## config.mk

```make
export PLATFORM = sky130hd
export DESIGN_NAME = http_response_stream_parser
export DESIGN_NICKNAME = d
export VERILOG_FILES = /design/src/hrsp_pkg.sv /design/src/hrsp_step.sv /design/src/http_response_stream_parser.sv
export SDC_FILE = /design/constraint.sdc
export NUM_CORES = 1
export LEC_CHECK = 0
export ABC_CLOCK_PERIOD_IN_PS = 7600
export BUFFER_PORTS_ARGS = -buffer_cell sky130_fd_sc_hd__buf_4
export CORE_UTILIZATION = 45
export DETAILED_ROUTE_END_ITERATION = 7
export GPL_TIMING_DRIVEN = 0
export PLACE_DENSITY = 0.67
export SYNTH_ARGS = -nofsm -noshare
export SYNTH_HDL_FRONTEND = slang
export SYNTH_HIERARCHICAL = 1
export SYNTH_SLANG_ARGS = --single-unit
```

## constraint.sdc

```tcl
create_clock -name aclk -period 7.6 [get_ports aclk]
set_input_delay 0.76 -clock aclk [delete_from_list [all_inputs] [get_ports aclk]]
set_output_delay 0.76 -clock aclk [all_outputs]
set_load 0.02 [all_outputs]
```

## src/hrsp_pkg.sv

```systemverilog
// Package for the HTTP response stream parser: item types, control state,
// codes and the header name key tables. No dependencies.
`default_nettype none

package hrsp_pkg;

    localparam int LENGTH_BITS_DEF = 32;

    // result events
    localparam logic [2:0] EV_NONE     = 3'd0;
    localparam logic [2:0] EV_STATUS   = 3'd1;
    localparam logic [2:0] EV_LINE     = 3'd2;
    localparam logic [2:0] EV_BODY     = 3'd3;
    localparam logic [2:0] EV_COMPLETE = 3'd4;
    localparam logic [2:0] EV_ERROR    = 3'd5;
    localparam logic [2:0] EV_IDLE     = 3'd6;

    // byte roles
    localparam logic [2:0] ROLE_SYNTAX  = 3'd0;
    localparam logic [2:0] ROLE_NAME    = 3'd1;
    localparam logic [2:0] ROLE_VALUE   = 3'd2;
    localparam logic [2:0] ROLE_PENDING = 3'd3;
    localparam logic [2:0] ROLE_BODY    = 3'd4;

    // phases
    localparam logic [2:0] PH_STATUS  = 3'd0;
    localparam logic [2:0] PH_HEADERS = 3'd1;
    localparam logic [2:0] PH_BODY    = 3'd2;
    localparam logic [2:0] PH_DONE    = 3'd3;
    localparam logic [2:0] PH_ERROR   = 3'd4;

    // status line substates
    localparam logic [3:0] SS_H       = 4'd0;
    localparam logic [3:0] SS_T1      = 4'd1;
    localparam logic [3:0] SS_T2      = 4'd2;
    localparam logic [3:0] SS_P       = 4'd3;
    localparam logic [3:0] SS_SLASH   = 4'd4;
    localparam logic [3:0] SS_MAJOR   = 4'd5;
    localparam logic [3:0] SS_MAJ_DIG = 4'd6;
    localparam logic [3:0] SS_MINOR   = 4'd7;
    localparam logic [3:0] SS_MIN_DIG = 4'd8;
    localparam logic [3:0] SS_CODE    = 4'd9;
    localparam logic [3:0] SS_AFTER   = 4'd10;
    localparam logic [3:0] SS_REASON  = 4'd11;
    localparam logic [3:0] SS_CR      = 4'd12;
    localparam logic [3:0] SS_DONE    = 4'd13;

    // header substates
    localparam logic [2:0] HS_START      = 3'd0;
    localparam logic [2:0] HS_NAME       = 3'd1;
    localparam logic [2:0] HS_PRE_VALUE  = 3'd2;
    localparam logic [2:0] HS_VALUE      = 3'd3;
    localparam logic [2:0] HS_POST_VALUE = 3'd4;
    localparam logic [2:0] HS_SKIP       = 3'd5;
    localparam logic [2:0] HS_LINE_END   = 3'd6;
    localparam logic [2:0] HS_HDR_END    = 3'd7;

    // value flags
    localparam logic [2:0] VF_NONEMPTY = 3'b001;
    localparam logic [2:0] VF_DIRTY    = 3'b010;
    localparam logic [2:0] VF_PENDING  = 3'b100;

    // match flags
    localparam logic [1:0] MF_HTTP = 2'b01;
    localparam logic [1:0] MF_CLEN = 2'b10;

    localparam logic [3:0] HTTP_LEN  = 4'd4;
    localparam logic [3:0] CLEN_LEN  = 4'd14;
    localparam logic [3:0] NAME_SAT  = 4'd15;
    localparam logic [1:0] CODE_DIGS = 2'd3;

    localparam logic [7:0] CH_CR    = 8'h0D;
    localparam logic [7:0] CH_LF    = 8'h0A;
    localparam logic [7:0] CH_SP    = 8'h20;
    localparam logic [7:0] CH_CASE  = 8'h20;

    typedef struct packed {
        logic [7:0] in_byte;
        logic       first;
    } in_item_t;

    typedef struct packed {
        logic [2:0]  event_res;
        logic [2:0]  byte_role;
        logic [7:0]  out_char;
        logic [9:0]  resp_status;
        logic [31:0] body_remaining;
    } out_item_t;

    typedef struct packed {
        logic [2:0] phase;
        logic [3:0] ss;
        logic [2:0] hs;
        logic [9:0] status_value;
        logic [1:0] digit_cnt;
        logic [3:0] name_pos;
        logic [1:0] name_flags;
        logic [2:0] vflags;
    } ctl_t;

    localparam ctl_t CTL_RESET = '{
        phase:        PH_STATUS,
        ss:           SS_H,
        hs:           HS_START,
        status_value: 10'd0,
        digit_cnt:    2'd0,
        name_pos:     4'd0,
        name_flags:   MF_HTTP | MF_CLEN,
        vflags:       3'd0
    };

    function automatic logic [7:0] http_char(input logic [1:0] pos);
        logic [7:0] c;
        case (pos)
            2'd0:    c = "H";
            2'd1:    c = "T";
            2'd2:    c = "T";
            default: c = "P";
        endcase
        return c;
    endfunction

    function automatic logic [7:0] clen_char(input logic [3:0] pos);
        logic [7:0] c;
        case (pos)
            4'd0:    c = "C";
            4'd1:    c = "o";
            4'd2:    c = "n";
            4'd3:    c = "t";
            4'd4:    c = "e";
            4'd5:    c = "n";
            4'd6:    c = "t";
            4'd7:    c = "-";
            4'd8:    c = "L";
            4'd9:    c = "e";
            4'd10:   c = "n";
            4'd11:   c = "g";
            4'd12:   c = "t";
            4'd13:   c = "h";
            default: c = 8'h00;
        endcase
        return c;
    endfunction

endpackage

`default_nettype wire

```

## src/hrsp_step.sv

```systemverilog
// Next-state and result logic for one byte of the response parser.
// Depends on hrsp_pkg.
`default_nettype none

module hrsp_step #(
    parameter int LENGTH_BITS = hrsp_pkg::LENGTH_BITS_DEF
) (
    input  hrsp_pkg::in_item_t   in_item,
    input  hrsp_pkg::ctl_t       ctl_q,
    input  logic [LENGTH_BITS-1:0] acc_q,
    input  logic [LENGTH_BITS-1:0] blen_q,
    output hrsp_pkg::ctl_t       ctl_d,
    output logic [LENGTH_BITS-1:0] acc_d,
    output logic [LENGTH_BITS-1:0] blen_d,
    output hrsp_pkg::out_item_t  out_item
);

    hrsp_pkg::ctl_t         cur;
    hrsp_pkg::ctl_t         nxt;
    logic [LENGTH_BITS-1:0] acc;
    logic [LENGTH_BITS-1:0] blen;
    logic [LENGTH_BITS-1:0] acc_n;
    logic [LENGTH_BITS-1:0] blen_n;
    logic [LENGTH_BITS-1:0] bdec;
    logic [LENGTH_BITS+3:0] acc_w;
    logic [LENGTH_BITS+3:0] prod;
    logic [63:0]            blen_wide;
    logic [7:0]             b;
    logic                   dig;
    logic [2:0]             ev;
    logic [2:0]             role;
    logic [7:0]             oc;
    logic [1:0]             nm_flags;
    logic [3:0]             nm_pos;
    logic [7:0]             nm_char;
    logic [2:0]             vc_flags;
    logic [LENGTH_BITS-1:0] vc_acc;
    logic [9:0]             sv_next;
    logic [1:0]             cnt_next;
    logic                   ld_hit;
    logic                   ld_fail;
    logic                   do_name;
    logic                   do_value;
    logic                   do_line;
    logic                   do_hdrs;

    always_comb begin
        cur  = in_item.first ? hrsp_pkg::CTL_RESET : ctl_q;
        acc  = in_item.first ? '0 : acc_q;
        blen = in_item.first ? '0 : blen_q;
        b    = in_item.in_byte;
        dig  = b inside {["0":"9"]};

        // name byte
        nm_flags = cur.name_flags;
        if (cur.name_pos < hrsp_pkg::HTTP_LEN) begin
            if (b != hrsp_pkg::http_char(cur.name_pos[1:0])) begin
                nm_flags = nm_flags & ~hrsp_pkg::MF_HTTP;
            end
        end else begin
            nm_flags = nm_flags & ~hrsp_pkg::MF_HTTP;
        end
        if (cur.name_pos < hrsp_pkg::CLEN_LEN) begin
            if (b != hrsp_pkg::clen_char(cur.name_pos)) begin
                nm_flags = nm_flags & ~hrsp_pkg::MF_CLEN;
            end
        end else begin
            nm_flags = nm_flags & ~hrsp_pkg::MF_CLEN;
        end
        nm_pos = (cur.name_pos != hrsp_pkg::NAME_SAT) ? cur.name_pos + 4'd1 : cur.name_pos;
        if (b inside {["A":"Z"]}) begin
            nm_char = b | hrsp_pkg::CH_CASE;
        end else if (b == "-") begin
            nm_char = "_";
        end else begin
            nm_char = b;
        end

        // value byte
        acc_w    = {4'b0000, acc};
        prod     = (acc_w << 3) + (acc_w << 1) + {{LENGTH_BITS{1'b0}}, b[3:0]};
        vc_flags = cur.vflags;
        vc_acc   = acc;
        if ((vc_flags & hrsp_pkg::VF_PENDING) != 3'd0) begin
            vc_flags = (vc_flags | hrsp_pkg::VF_DIRTY) & ~hrsp_pkg::VF_PENDING;
        end
        vc_flags = vc_flags | hrsp_pkg::VF_NONEMPTY;
        if (dig && (prod[LENGTH_BITS+3:LENGTH_BITS] == 4'd0)) begin
            vc_acc = prod[LENGTH_BITS-1:0];
        end else begin
            vc_flags = vc_flags | hrsp_pkg::VF_DIRTY;
        end

        // line end
        ld_hit  = ((cur.name_flags & hrsp_pkg::MF_CLEN) != 2'd0)
                  && (cur.name_pos == hrsp_pkg::CLEN_LEN) && (blen == '0);
        ld_fail = ld_hit && (((cur.vflags & hrsp_pkg::VF_NONEMPTY) == 3'd0)
                  || ((cur.vflags & hrsp_pkg::VF_DIRTY) != 3'd0));

        sv_next  = (cur.status_value << 3) + (cur.status_value << 1) + {6'd0, b[3:0]};
        cnt_next = cur.digit_cnt + 2'd1;
        bdec     = (blen != '0) ? blen - LENGTH_BITS'(1) : blen;

        nxt      = cur;
        acc_n    = acc;
        blen_n   = blen;
        ev       = hrsp_pkg::EV_NONE;
        role     = hrsp_pkg::ROLE_SYNTAX;
        oc       = b;
        do_name  = 1'b0;
        do_value = 1'b0;
        do_line  = 1'b0;
        do_hdrs  = 1'b0;

        case (cur.phase)
            hrsp_pkg::PH_STATUS: begin
                case (cur.ss)
                    hrsp_pkg::SS_H:
                        if (b == "H") nxt.ss = hrsp_pkg::SS_T1;
                        else nxt.phase = hrsp_pkg::PH_ERROR;
                    hrsp_pkg::SS_T1:
                        if (b == "T") nxt.ss = hrsp_pkg::SS_T2;
                        else nxt.phase = hrsp_pkg::PH_ERROR;
                    hrsp_pkg::SS_T2:
                        if (b == "T") nxt.ss = hrsp_pkg::SS_P;
                        else nxt.phase = hrsp_pkg::PH_ERROR;
                    hrsp_pkg::SS_P:
                        if (b == "P") nxt.ss = hrsp_pkg::SS_SLASH;
                        else nxt.phase = hrsp_pkg::PH_ERROR;
                    hrsp_pkg::SS_SLASH:
                        if (b == "/") nxt.ss = hrsp_pkg::SS_MAJOR;
                        else nxt.phase = hrsp_pkg::PH_ERROR;
                    hrsp_pkg::SS_MAJOR:
                        if (b inside {["1":"9"]}) nxt.ss = hrsp_pkg::SS_MAJ_DIG;
                        else nxt.phase = hrsp_pkg::PH_ERROR;
                    hrsp_pkg::SS_MAJ_DIG:
                        if (b == ".") nxt.ss = hrsp_pkg::SS_MINOR;
                        else if (!dig) nxt.phase = hrsp_pkg::PH_ERROR;
                    hrsp_pkg::SS_MINOR:
                        if (dig) nxt.ss = hrsp_pkg::SS_MIN_DIG;
                        else nxt.phase = hrsp_pkg::PH_ERROR;
                    hrsp_pkg::SS_MIN_DIG:
                        if (b == hrsp_pkg::CH_SP) nxt.ss = hrsp_pkg::SS_CODE;
                        else if (!dig) nxt.phase = hrsp_pkg::PH_ERROR;
                    hrsp_pkg::SS_CODE: begin
                        if (b == hrsp_pkg::CH_SP) begin
                            nxt.ss = cur.ss;
                        end else if (!dig) begin
                            nxt.phase = hrsp_pkg::PH_ERROR;
                        end else begin
                            nxt.status_value = sv_next;
                            nxt.digit_cnt    = cnt_next;
                            if (cnt_next == hrsp_pkg::CODE_DIGS) nxt.ss = hrsp_pkg::SS_AFTER;
                        end
                    end
                    hrsp_pkg::SS_AFTER:
                        if (b == hrsp_pkg::CH_SP || b == ".") nxt.ss = hrsp_pkg::SS_REASON;
                        else if (b == hrsp_pkg::CH_CR) nxt.ss = hrsp_pkg::SS_CR;
                        else if (b == hrsp_pkg::CH_LF) nxt.ss = hrsp_pkg::SS_DONE;
                        else nxt.phase = hrsp_pkg::PH_ERROR;
                    hrsp_pkg::SS_REASON:
                        if (b == hrsp_pkg::CH_CR) nxt.ss = hrsp_pkg::SS_CR;
                        else if (b == hrsp_pkg::CH_LF) nxt.ss = hrsp_pkg::SS_DONE;
                    hrsp_pkg::SS_CR:
                        if (b == hrsp_pkg::CH_LF) nxt.ss = hrsp_pkg::SS_DONE;
                        else nxt.phase = hrsp_pkg::PH_ERROR;
                    default:
                        nxt.phase = hrsp_pkg::PH_ERROR;
                endcase
                if (nxt.phase == hrsp_pkg::PH_ERROR) begin
                    ev = hrsp_pkg::EV_ERROR;
                end else if (nxt.ss == hrsp_pkg::SS_DONE) begin
                    nxt.ss         = hrsp_pkg::SS_H;
                    nxt.phase      = hrsp_pkg::PH_HEADERS;
                    nxt.hs         = hrsp_pkg::HS_START;
                    nxt.name_pos   = 4'd0;
                    nxt.name_flags = hrsp_pkg::MF_HTTP | hrsp_pkg::MF_CLEN;
                    nxt.vflags     = 3'd0;
                    acc_n          = '0;
                    ev             = hrsp_pkg::EV_STATUS;
                end
            end
            hrsp_pkg::PH_HEADERS: begin
                case (cur.hs)
                    hrsp_pkg::HS_START:
                        if (b == hrsp_pkg::CH_CR) begin
                            nxt.hs = hrsp_pkg::HS_HDR_END;
                        end else if (b == hrsp_pkg::CH_LF) begin
                            do_hdrs = 1'b1;
                        end else begin
                            nxt.hs  = hrsp_pkg::HS_NAME;
                            do_name = 1'b1;
                        end
                    hrsp_pkg::HS_NAME:
                        if (b == ":") begin
                            nxt.hs = hrsp_pkg::HS_PRE_VALUE;
                        end else if (b == hrsp_pkg::CH_CR) begin
                            nxt.hs = hrsp_pkg::HS_LINE_END;
                        end else if (b == hrsp_pkg::CH_LF) begin
                            do_line = 1'b1;
                        end else if (b == "/" && cur.name_pos == hrsp_pkg::HTTP_LEN
                                     && (cur.name_flags & hrsp_pkg::MF_HTTP) != 2'd0) begin
                            nxt.hs = hrsp_pkg::HS_SKIP;
                        end else begin
                            do_name = 1'b1;
                        end
                    hrsp_pkg::HS_PRE_VALUE:
                        if (b == hrsp_pkg::CH_SP) begin
                            nxt.hs = cur.hs;
                        end else if (b == hrsp_pkg::CH_CR) begin
                            nxt.hs = hrsp_pkg::HS_LINE_END;
                        end else if (b == hrsp_pkg::CH_LF) begin
                            do_line = 1'b1;
                        end else begin
                            nxt.hs   = hrsp_pkg::HS_VALUE;
                            do_value = 1'b1;
                        end
                    hrsp_pkg::HS_VALUE, hrsp_pkg::HS_POST_VALUE:
                        if (b == hrsp_pkg::CH_SP) begin
                            nxt.hs     = hrsp_pkg::HS_POST_VALUE;
                            nxt.vflags = cur.vflags | hrsp_pkg::VF_PENDING;
                            role       = hrsp_pkg::ROLE_PENDING;
                        end else if (b == hrsp_pkg::CH_CR) begin
                            nxt.hs     = hrsp_pkg::HS_LINE_END;
                            nxt.vflags = cur.vflags & ~hrsp_pkg::VF_PENDING;
                        end else if (b == hrsp_pkg::CH_LF) begin
                            nxt.vflags = cur.vflags & ~hrsp_pkg::VF_PENDING;
                            do_line    = 1'b1;
                        end else begin
                            nxt.hs   = hrsp_pkg::HS_VALUE;
                            do_value = 1'b1;
                        end
                    hrsp_pkg::HS_SKIP:
                        if (b == hrsp_pkg::CH_LF) begin
                            nxt.hs         = hrsp_pkg::HS_START;
                            nxt.name_pos   = 4'd0;
                            nxt.name_flags = hrsp_pkg::MF_HTTP | hrsp_pkg::MF_CLEN;
                            nxt.vflags     = 3'd0;
                            acc_n          = '0;
                        end
                    hrsp_pkg::HS_LINE_END:
                        if (b == hrsp_pkg::CH_LF) begin
                            do_line = 1'b1;
                        end else if (b != hrsp_pkg::CH_CR) begin
                            nxt.phase = hrsp_pkg::PH_ERROR;
                            ev        = hrsp_pkg::EV_ERROR;
                        end
                    default:
                        if (b == hrsp_pkg::CH_LF) begin
                            do_hdrs = 1'b1;
                        end else begin
                            nxt.phase = hrsp_pkg::PH_ERROR;
                            ev        = hrsp_pkg::EV_ERROR;
                        end
                endcase
                if (do_name) begin
                    nxt.name_flags = nm_flags;
                    nxt.name_pos   = nm_pos;
                    role           = hrsp_pkg::ROLE_NAME;
                    oc             = nm_char;
                end
                if (do_value) begin
                    nxt.vflags = vc_flags;
                    acc_n      = vc_acc;
                    role       = hrsp_pkg::ROLE_VALUE;
                end
                if (do_line) begin
                    if (ld_fail) begin
                        nxt.phase = hrsp_pkg::PH_ERROR;
                        ev        = hrsp_pkg::EV_ERROR;
                    end else begin
                        if (ld_hit) blen_n = acc;
                        ev             = hrsp_pkg::EV_LINE;
                        nxt.hs         = hrsp_pkg::HS_START;
                        nxt.name_pos   = 4'd0;
                        nxt.name_flags = hrsp_pkg::MF_HTTP | hrsp_pkg::MF_CLEN;
                        nxt.vflags     = 3'd0;
                        acc_n          = '0;
                    end
                end
                if (do_hdrs) begin
                    if (blen == '0) begin
                        nxt.phase = hrsp_pkg::PH_DONE;
                        ev        = hrsp_pkg::EV_COMPLETE;
                    end else begin
                        nxt.phase = hrsp_pkg::PH_BODY;
                        ev        = hrsp_pkg::EV_BODY;
                    end
                end
                if (nxt.phase == hrsp_pkg::PH_ERROR) role = hrsp_pkg::ROLE_SYNTAX;
            end
            hrsp_pkg::PH_BODY: begin
                role   = hrsp_pkg::ROLE_BODY;
                blen_n = bdec;
                if (bdec == '0) begin
                    nxt.phase = hrsp_pkg::PH_DONE;
                    ev        = hrsp_pkg::EV_COMPLETE;
                end
            end
            default: begin
                ev = hrsp_pkg::EV_IDLE;
            end
        endcase

        blen_wide = 64'(blen_n);
    end

    assign ctl_d  = nxt;
    assign acc_d  = acc_n;
    assign blen_d = blen_n;

    assign out_item.event_res      = ev;
    assign out_item.byte_role      = role;
    assign out_item.out_char       = oc;
    assign out_item.resp_status    = nxt.status_value;
    assign out_item.body_remaining = blen_wide[31:0];

endmodule

`default_nettype wire

```

## src/http_response_stream_parser.sv

```systemverilog
// Top level of the HTTP/1.x response stream parser: input register, parser
// state registers and result register around hrsp_step. Depends on hrsp_pkg.
`default_nettype none

// Takes one response byte per item and returns exactly one result item per
// byte, at one item per clock sustained while the output is not stalled. A
// byte is held in the input register, and its result is written from there
// into the result register once that register is free or being taken. The
// rate is set by the update of the parser state registers, which every byte
// reads and writes. s_ready stays high while the result register is free
// or being taken; a stalled result keeps one byte waiting in the input
// register. Setting first on a byte clears the parser before that byte is
// parsed. LENGTH_BITS sizes the body length counter; body_remaining shows
// its low 32 bits.
module http_response_stream_parser #(
    parameter int LENGTH_BITS = hrsp_pkg::LENGTH_BITS_DEF
) (
    input  logic                aclk,
    input  logic                aresetn,
    input  logic                s_valid,
    output logic                s_ready,
    input  hrsp_pkg::in_item_t  s_item,
    output logic                m_valid,
    input  logic                m_ready,
    output hrsp_pkg::out_item_t m_item
);

    logic                   in_valid_reg;
    logic                   in_valid_next;
    hrsp_pkg::in_item_t     in_item_reg;
    logic                   out_valid_reg;
    logic                   out_valid_next;
    hrsp_pkg::out_item_t    out_item_reg;
    hrsp_pkg::out_item_t    out_item_next;
    hrsp_pkg::ctl_t         ctl_reg;
    hrsp_pkg::ctl_t         ctl_next;
    logic [LENGTH_BITS-1:0] acc_reg;
    logic [LENGTH_BITS-1:0] acc_next;
    logic [LENGTH_BITS-1:0] blen_reg;
    logic [LENGTH_BITS-1:0] blen_next;
    logic                   advance;
    logic                   s_fire;

    assign advance = in_valid_reg && (!out_valid_reg || m_ready);
    assign s_ready = !in_valid_reg || advance;
    assign s_fire  = s_valid && s_ready;

    hrsp_step #(
        .LENGTH_BITS(LENGTH_BITS)
    ) u_step (
        .in_item (in_item_reg),
        .ctl_q   (ctl_reg),
        .acc_q   (acc_reg),
        .blen_q  (blen_reg),
        .ctl_d   (ctl_next),
        .acc_d   (acc_next),
        .blen_d  (blen_next),
        .out_item(out_item_next)
    );

    always_comb begin
        in_valid_next = s_fire || (in_valid_reg && !advance);
        out_valid_next = advance || (out_valid_reg && !m_ready);
    end

    always_ff @(posedge aclk) begin
        if (!aresetn) begin
            in_valid_reg  <= 1'b0;
            out_valid_reg <= 1'b0;
            ctl_reg       <= hrsp_pkg::CTL_RESET;
            acc_reg       <= '0;
            blen_reg      <= '0;
        end else begin
            in_valid_reg  <= in_valid_next;
            out_valid_reg <= out_valid_next;
            if (advance) begin
                ctl_reg  <= ctl_next;
                acc_reg  <= acc_next;
                blen_reg <= blen_next;
            end
        end
    end

    always_ff @(posedge aclk) begin
        if (s_fire) begin
            in_item_reg <= s_item;
        end
        if (advance) begin
            out_item_reg <= out_item_next;
        end
    end

    assign m_valid = out_valid_reg;
    assign m_item  = out_item_reg;

endmodule

`default_nettype wire

```

# After elaboration in Yosys (flattened, before gate mapping)
# Memory sizes are Yosys's and may differ from the RTL's.
# Index checks and enable logic that the tools add are counted.
[word_totals]
register_bits = 162
latch_bits = 0
ramBits = 0
romBits = 112
in_bits = 13
output_inout_bits = 58
word_cells = 258
memories = 1
[op_classes]
add_sub_neg = 7
n_mul = 0
div_mod_pow = 0
magnitude_cmp = 7
eq_ne = 42
n_shift = 0
mux = 143
bitwise_logic = 0
n_reduce_logical = 39
[mem_list]
columns = ["memory", "depth", "width", "read_ports", "rd_ports_with_merged_regs", "wr", "line", "rtl"]
rows = [
  ["(name not given)", 16, 7, 1, 0, 0, "hrsp_pkg.sv:125", "case (pos)"],
]
[op_table]
columns = ["op", "count"]
rows = [
  ["32-bit 2-to-1 mux", 14],
  ["3-bit 2-to-1 mux", 50],
  ["32-bit case mux with 2 select lines", 2],
  ["4-bit 2-to-1 mux", 18],
  ["32-bit logical NOT", 2],
  ["4-bit case mux with 13 select lines", 1],
  ["12-bit 2-to-1 mux", 4],
  ["8-bit 2-to-1 mux", 6],
  ["9-bit 2-to-1 mux", 5],
  ["8-bit by 6-bit equality test with 1-bit output (second input constant)", 5],
  ["35-bit by 33-bit adder with 36-bit output", 1],
  ["36-bit by 4-bit adder with 36-bit output", 1],
  ["3-bit case mux with 11 select lines", 1],
  ["32-bit nonzero test", 1],
  ["32-bit by 1-bit subtractor with 32-bit output (second input constant)", 1],
  ["31-bit 2-to-1 mux", 1],
  ["3-bit case mux with 2 select lines", 5],
  ["4-bit equality test (second input constant)", 7],
  ["8-bit by 7-bit equality test with 1-bit output (second input constant)", 3],
  ["4-bit by 3-bit equality test with 1-bit output (second input constant)", 5],
  ["1-bit 2-to-1 mux", 20],
  ["10-bit 2-to-1 mux", 2],
  ["3-bit case mux with 3 select lines", 2],
  ["9-bit case mux with 2 select lines", 1],
  ["36 further kinds", 80],
]

# Depth between registers and ports, before layout
[depth]
depth_word = 14
depth_mapped = 26
ltp_nobuf = 17

# Modules after synthesis
# The synthesis kept the hierarchy.
[by_module_without_submodules]
columns = ["mod", "n_inst", "cells_each", "area_per_inst_um2", "seq_area_each_um2"]
rows = [
  ["hrsp_step", 1, 1289, 8204.1, 0.0],
  ["http_response_stream_parser", 1, 487, 5876.9, 3893.7],
]

# Worst setup path after synthesis
# Ideal clock, no wire load.
[synth_path]
path_kind = "reg2reg"
from = "register in_item_reg[0] (netlist bit)"
to = "register acc_reg[10]"
setup_ps = 72
arrival_ps = 5250
t_required_ps = 7528
slack_ps = 2278
stages_incl_launch_ff = 27
n_path_buf = 11
synth_period_minus_slack_ps = 5322
path_cell_list = "edfxtp_1 -> buf_2 -> buf_2 -> buf_2 -> buf_2 -> buf_2 -> buf_1 -> clkbuf_1 -> clkbuf_1 -> nor2b_1 -> ha_1 -> ha_1 -> clkbuf_1 -> a21oi_1 -> o21a_1 -> o22ai_1 -> or2_2 -> o2111a_1 -> a211o_1 -> nand2_1 -> and3_1 -> clkbuf_1 -> clkbuf_1 -> a31oi_1 -> o2bb2ai_1 -> nand2_1 -> mux2i_1"
[synth_via]
elab_chain_len = 12
word_cells_on_any_way = 85
cone_classes = "add/sub (3); eq/ne (23); mux (46); reduce/logical (13)"
[synth_rtl]
columns = ["item", "line", "rtl"]
rows = [
  ["from (decl)", "http_response_stream_parser.sv:30", "hrsp_pkg::in_item_t in_item_reg;"],
  ["from (signal assigned)", "http_response_stream_parser.sv:86", "in_item_reg <= s_item;"],
  ["parallel branches: the longest is 11 deep, another holds 35-bit by 33-bit adder with 36-bit output", "n/a", ""],
  ["32-bit case mux with 2 select lines (*)", "hrsp_step.sv:115", "case (cur.phase)"],
  ["net acc_next[10]", "http_response_stream_parser.sv:38", "logic [LENGTH_BITS-1:0] acc_next;"],
  ["to (signal assigned)", "http_response_stream_parser.sv:78", "acc_reg <= acc_next;"],
  ["to (decl)", "http_response_stream_parser.sv:37", "logic [LENGTH_BITS-1:0] acc_reg;"],
]
# Mark *: on every way through the listed nets, which the timed path passes. The select of a mux whose other input is x is not followed.
# A chain may end at the register's enable or synchronous reset.

# Worst setup path in the final report
[layout_path]
from = "register in_item_reg[0] (netlist bit)"
to = "register acc_reg[31]"
# Same word-level chain as after synthesis.

==> results by group <==
Timing
  – Pins Over Slew Limit: 0
  – Finish-stage setup viols: 0
  – Period utilization: 0.950
  – Fin. Hold Viols: 0
  – Fmax: about 140 MHz
  – Hold slack final: 0.455 ns
  – Final worst slack: 0.379 ns
  – Worst Tran Pin Value: 1.39 ns
  – Clock Skew: 0.0114 ns
  – RSZ-0062 raised after global routing: no
  – Period minus WS final: slightly above 7 ns
  – Normalized max-slew margin: 0.0629

Finish
  – Max reg flops: 56
  – Layout area overhead: 11.4%
  – Post-Layout Inst Area: between 15,000 and 20,000 µm²
  – Layout cells sized above 1: 0.121
  – Antenna cells: 0
  – Fillers: 2,986
  – Nets: 1,961

Placed design
  – Placed Area: about 15,000 µm²
  – Hpwl dp: between 30,000 and 40,000 µm
  – GP Congestion: 0.946
  – Setup slack at placement: -0.268 ns
  – Port Buffers: 69

Logic synthesis
  – Top cell type by total area after synthesis: edfxtp_1
  – Syn Area/Cell: between 7 and 8 µm²
  – Most common cell in the netlist: nand2_1
  – Register area share after synthesis: 0.277
  – Asr flop ratio synth: 0
  – Post-synth EDFFs: 65
  – Top post-synthesis cells by area: edfxtp_1, dfxtp_1, nand2_1
  – Primary FF master, synth: dfxtp_1
  – Synthesized cell area: ~14,000 µm²
  – Top post-synthesis cells by count: nand2_1, nor2_1, a21oi_1, mux2i_1, dfxtp_1
  – Syn. warnings: 6
  – Yosys reg bits: 162
  – Syn Nets: between 1,500 and 2,000
  – Share of Yosys cell area claimed by the top area cell type: 0.139
  – Synth unique cells: 99
  – Syn Inst Count: 1,776

Critical path
  – Crit path top cell by count: buf_2
  – Critical path class: register to register
  – Critical Path End: acc_reg[31]
  – Worst path cell trace: buf_2, buf_2, buf_2, buf_2, buf_1, clkbuf_2, nor2b_1, ha_1, ha_1, fa_1, a211oi_1, nor4b_1, o21ai_0, o221ai_1, a211oi_1, xnor2_1, nor2_1, and3_1, clkbuf_1, clkbuf_1, a31oi_1, nor2_1, nand2_1, mux2i_1
  – Crit-path max FO: 10
  – CP max-delay cell: buf_1
  – CP arrival: 7.59 ns
  – Reg2reg path depth: 24
  – CP startpoint: in_item_reg[0]
  – Reg2reg end: acc_reg[31]
  – Worst EP required: 7.97 ns
  – Reg-to-reg setup timing slack: 0.38 ns
  – Reg2reg start: in_item_reg[0]
  – Crit path largest cell delay: 0.52 ns
  – Crit. End Element: register
  – Crit path launch type: register

GRT
  – First-pass GRT wire length: 72,000 µm
  – Vias in the first global route: 12,916
  – GR Util All Layers: 0.293
  – Overflow after GRT: 0
  – Antenna violations before repair: 0
  – Largest net degree at the start of global routing: 66

Die
  – Die area: 32,000 µm²
  – Initial core utilization: 0.459
  – Die height: roughly 180 µm
  – IO Count: 71
  – Cell row count: 64
  – Placeable Area: 30,700 µm²
  – Die width: 179 µm

Clock tree
  – CTS tree: done
  – Clock Root Buffer: clkbuf_16
  – Clock buffer depth: 2
  – H-tree levels: 4
  – Num CTS Buffers: 17
  – Reg clk slew, reported paths: 0.07 ns
  – Clk Latency, worst-skew pair: 0.44 ns
  – Num Clock Sinks: 162
  – Post-CTS setup buffers: 0

Route
  – WL/cell: between 20 and 25 µm
  – Via density: 6.07
  – Antenna Nets Post-Route: 0
  – Total Wirelength: 46,300 µm
  – Via count: between 10,000 and 15,000
  – DR iter-0 viols: about 1,600
  – DRC viols: 0
  – DRT Pass-1 Iters: 6

Power and ir drop
  – Total power: slightly below 2 mW
  – Peak VDD IR: 0.158 mV
  – Power density cells: roughly 130 nW/µm²
  – P_leak: around 6.2 nW

Min path
  – Hold path depth: 2
  – Worst hold path class: register to register

Run status
  – Status: complete, no violations

Job
  – Max-cap violations: 0
## power by group
group	leakage, nW	total (mW)	internal (mW)	switching [mW]
Sequential	1.43	0.926	0.917	0.00936
Clock	0.283	0.885	0.504	0.381
Combinational	4.52	0.175	0.0556	0.119
Total	6.24	1.99	1.48	0.510
## placed cells by master, fill, tap and decap left out, types with 15 or more instances in the layout
master and count:
dfxtp_1 97, buf_2 26, nor3_1 30, inv_1 33
or3_1 16, clkbuf_16 17, o21ai_1 23, a21o_1 21
clkbuf_1 79, buf_4 116, nand3_1 29, xnor2_1 36
a21oi_1 130, a211oi_1 34, nor2b_1 46, o21ai_0 86
nand2_1 301, a31oi_1 20, and2_1 16, ha_1 84
edfxtp_1 65, mux2i_1 100, nor4_1 21, nor2_1 134
a22o_1 15, o2bb2ai_1 21, xor2_1 20
## worst min-delay path by stage
stage,end,startpoint
floorplan,acc_reg[0],acc_reg[0]
detailed placement,ctl_reg[10],ctl_reg[10]
CTS,ctl_reg[10],ctl_reg[10]
global placement,ctl_reg[11],ctl_reg[11]
global route,blen_reg[16],blen_reg[16]
finish,ctl_reg[14],ctl_reg[14]
## per-layer routing
layer,vias up,global-route usage,routed length (µm)
li1,6569,-,-
met1,6481,0.397,20300
met2,609,0.461,20700
met3,109,0.0479,3730
met4,0,0.118,1610
met5,-,0,0
## per-stage QoR
stage	util	instances	TNS, ns
after global routing	0.511	2270	0
after detailed placement	0.492	2241	-4.28
after global placement	0.492	2241	-5.18
after floorplan	-	1776	0
after CTS	0.511	2272	0
final	0.511	2270	0
## what timing repair did
| action | CTS | global route |
|---|---|---|
| hold buffers | 0 | 0 |
| resized for setup | 1 | 4 |
| setup endpoints to repair | 18 | 18 |
## final cells by class
type / instances / area [µm²] / area share
multi-input cells: 1405 / 9050 / 0.577
flip-flops and latches: 162 / 3890 / 0.248
plain buffers: 169 / 986 / 0.0629
repair buffers: 69 / 518 / 0.0330
well taps: 396 / 495 / 0.0316
clock buffers: 21 / 460 / 0.0294
inverters: 37 / 139 / 0.00886
clock inverters: 11 / 133 / 0.00846
## kinds of logic (layout without fill, tap and decap cells)
group	after synthesis	after routing	share of synthesized area
and+or+nand+nor	682	682	0.231
AOI/OAI and AO/OA	470	470	0.219
buffers and inverters	209	307	0.0804
DFF	162	162	0.277
muxes	110	110	0.0791
adders and majority gates	87	87	0.0789
xor gates and xnor gates	56	56	0.0348
## worst max-delay path: cells and delay by family (launching register included)
| kind | cells | cell delay, ns |
|---|---|---|
| buffers and inverters | 8 | 2.98 |
| adder cells (fa/ha/maj) | 3 | 0.99 |
| AND/OR/NAND/NOR | 6 | 0.97 |
| flip-flops | 1 | 0.32 |
| XOR/XNOR | 1 | 0.12 |
| AO/OA/AOI/OAI | 5 | 1.61 |
| multiplexers | 1 | 0.15 |
No activity file was read; power rests on OpenSTA's default activity.
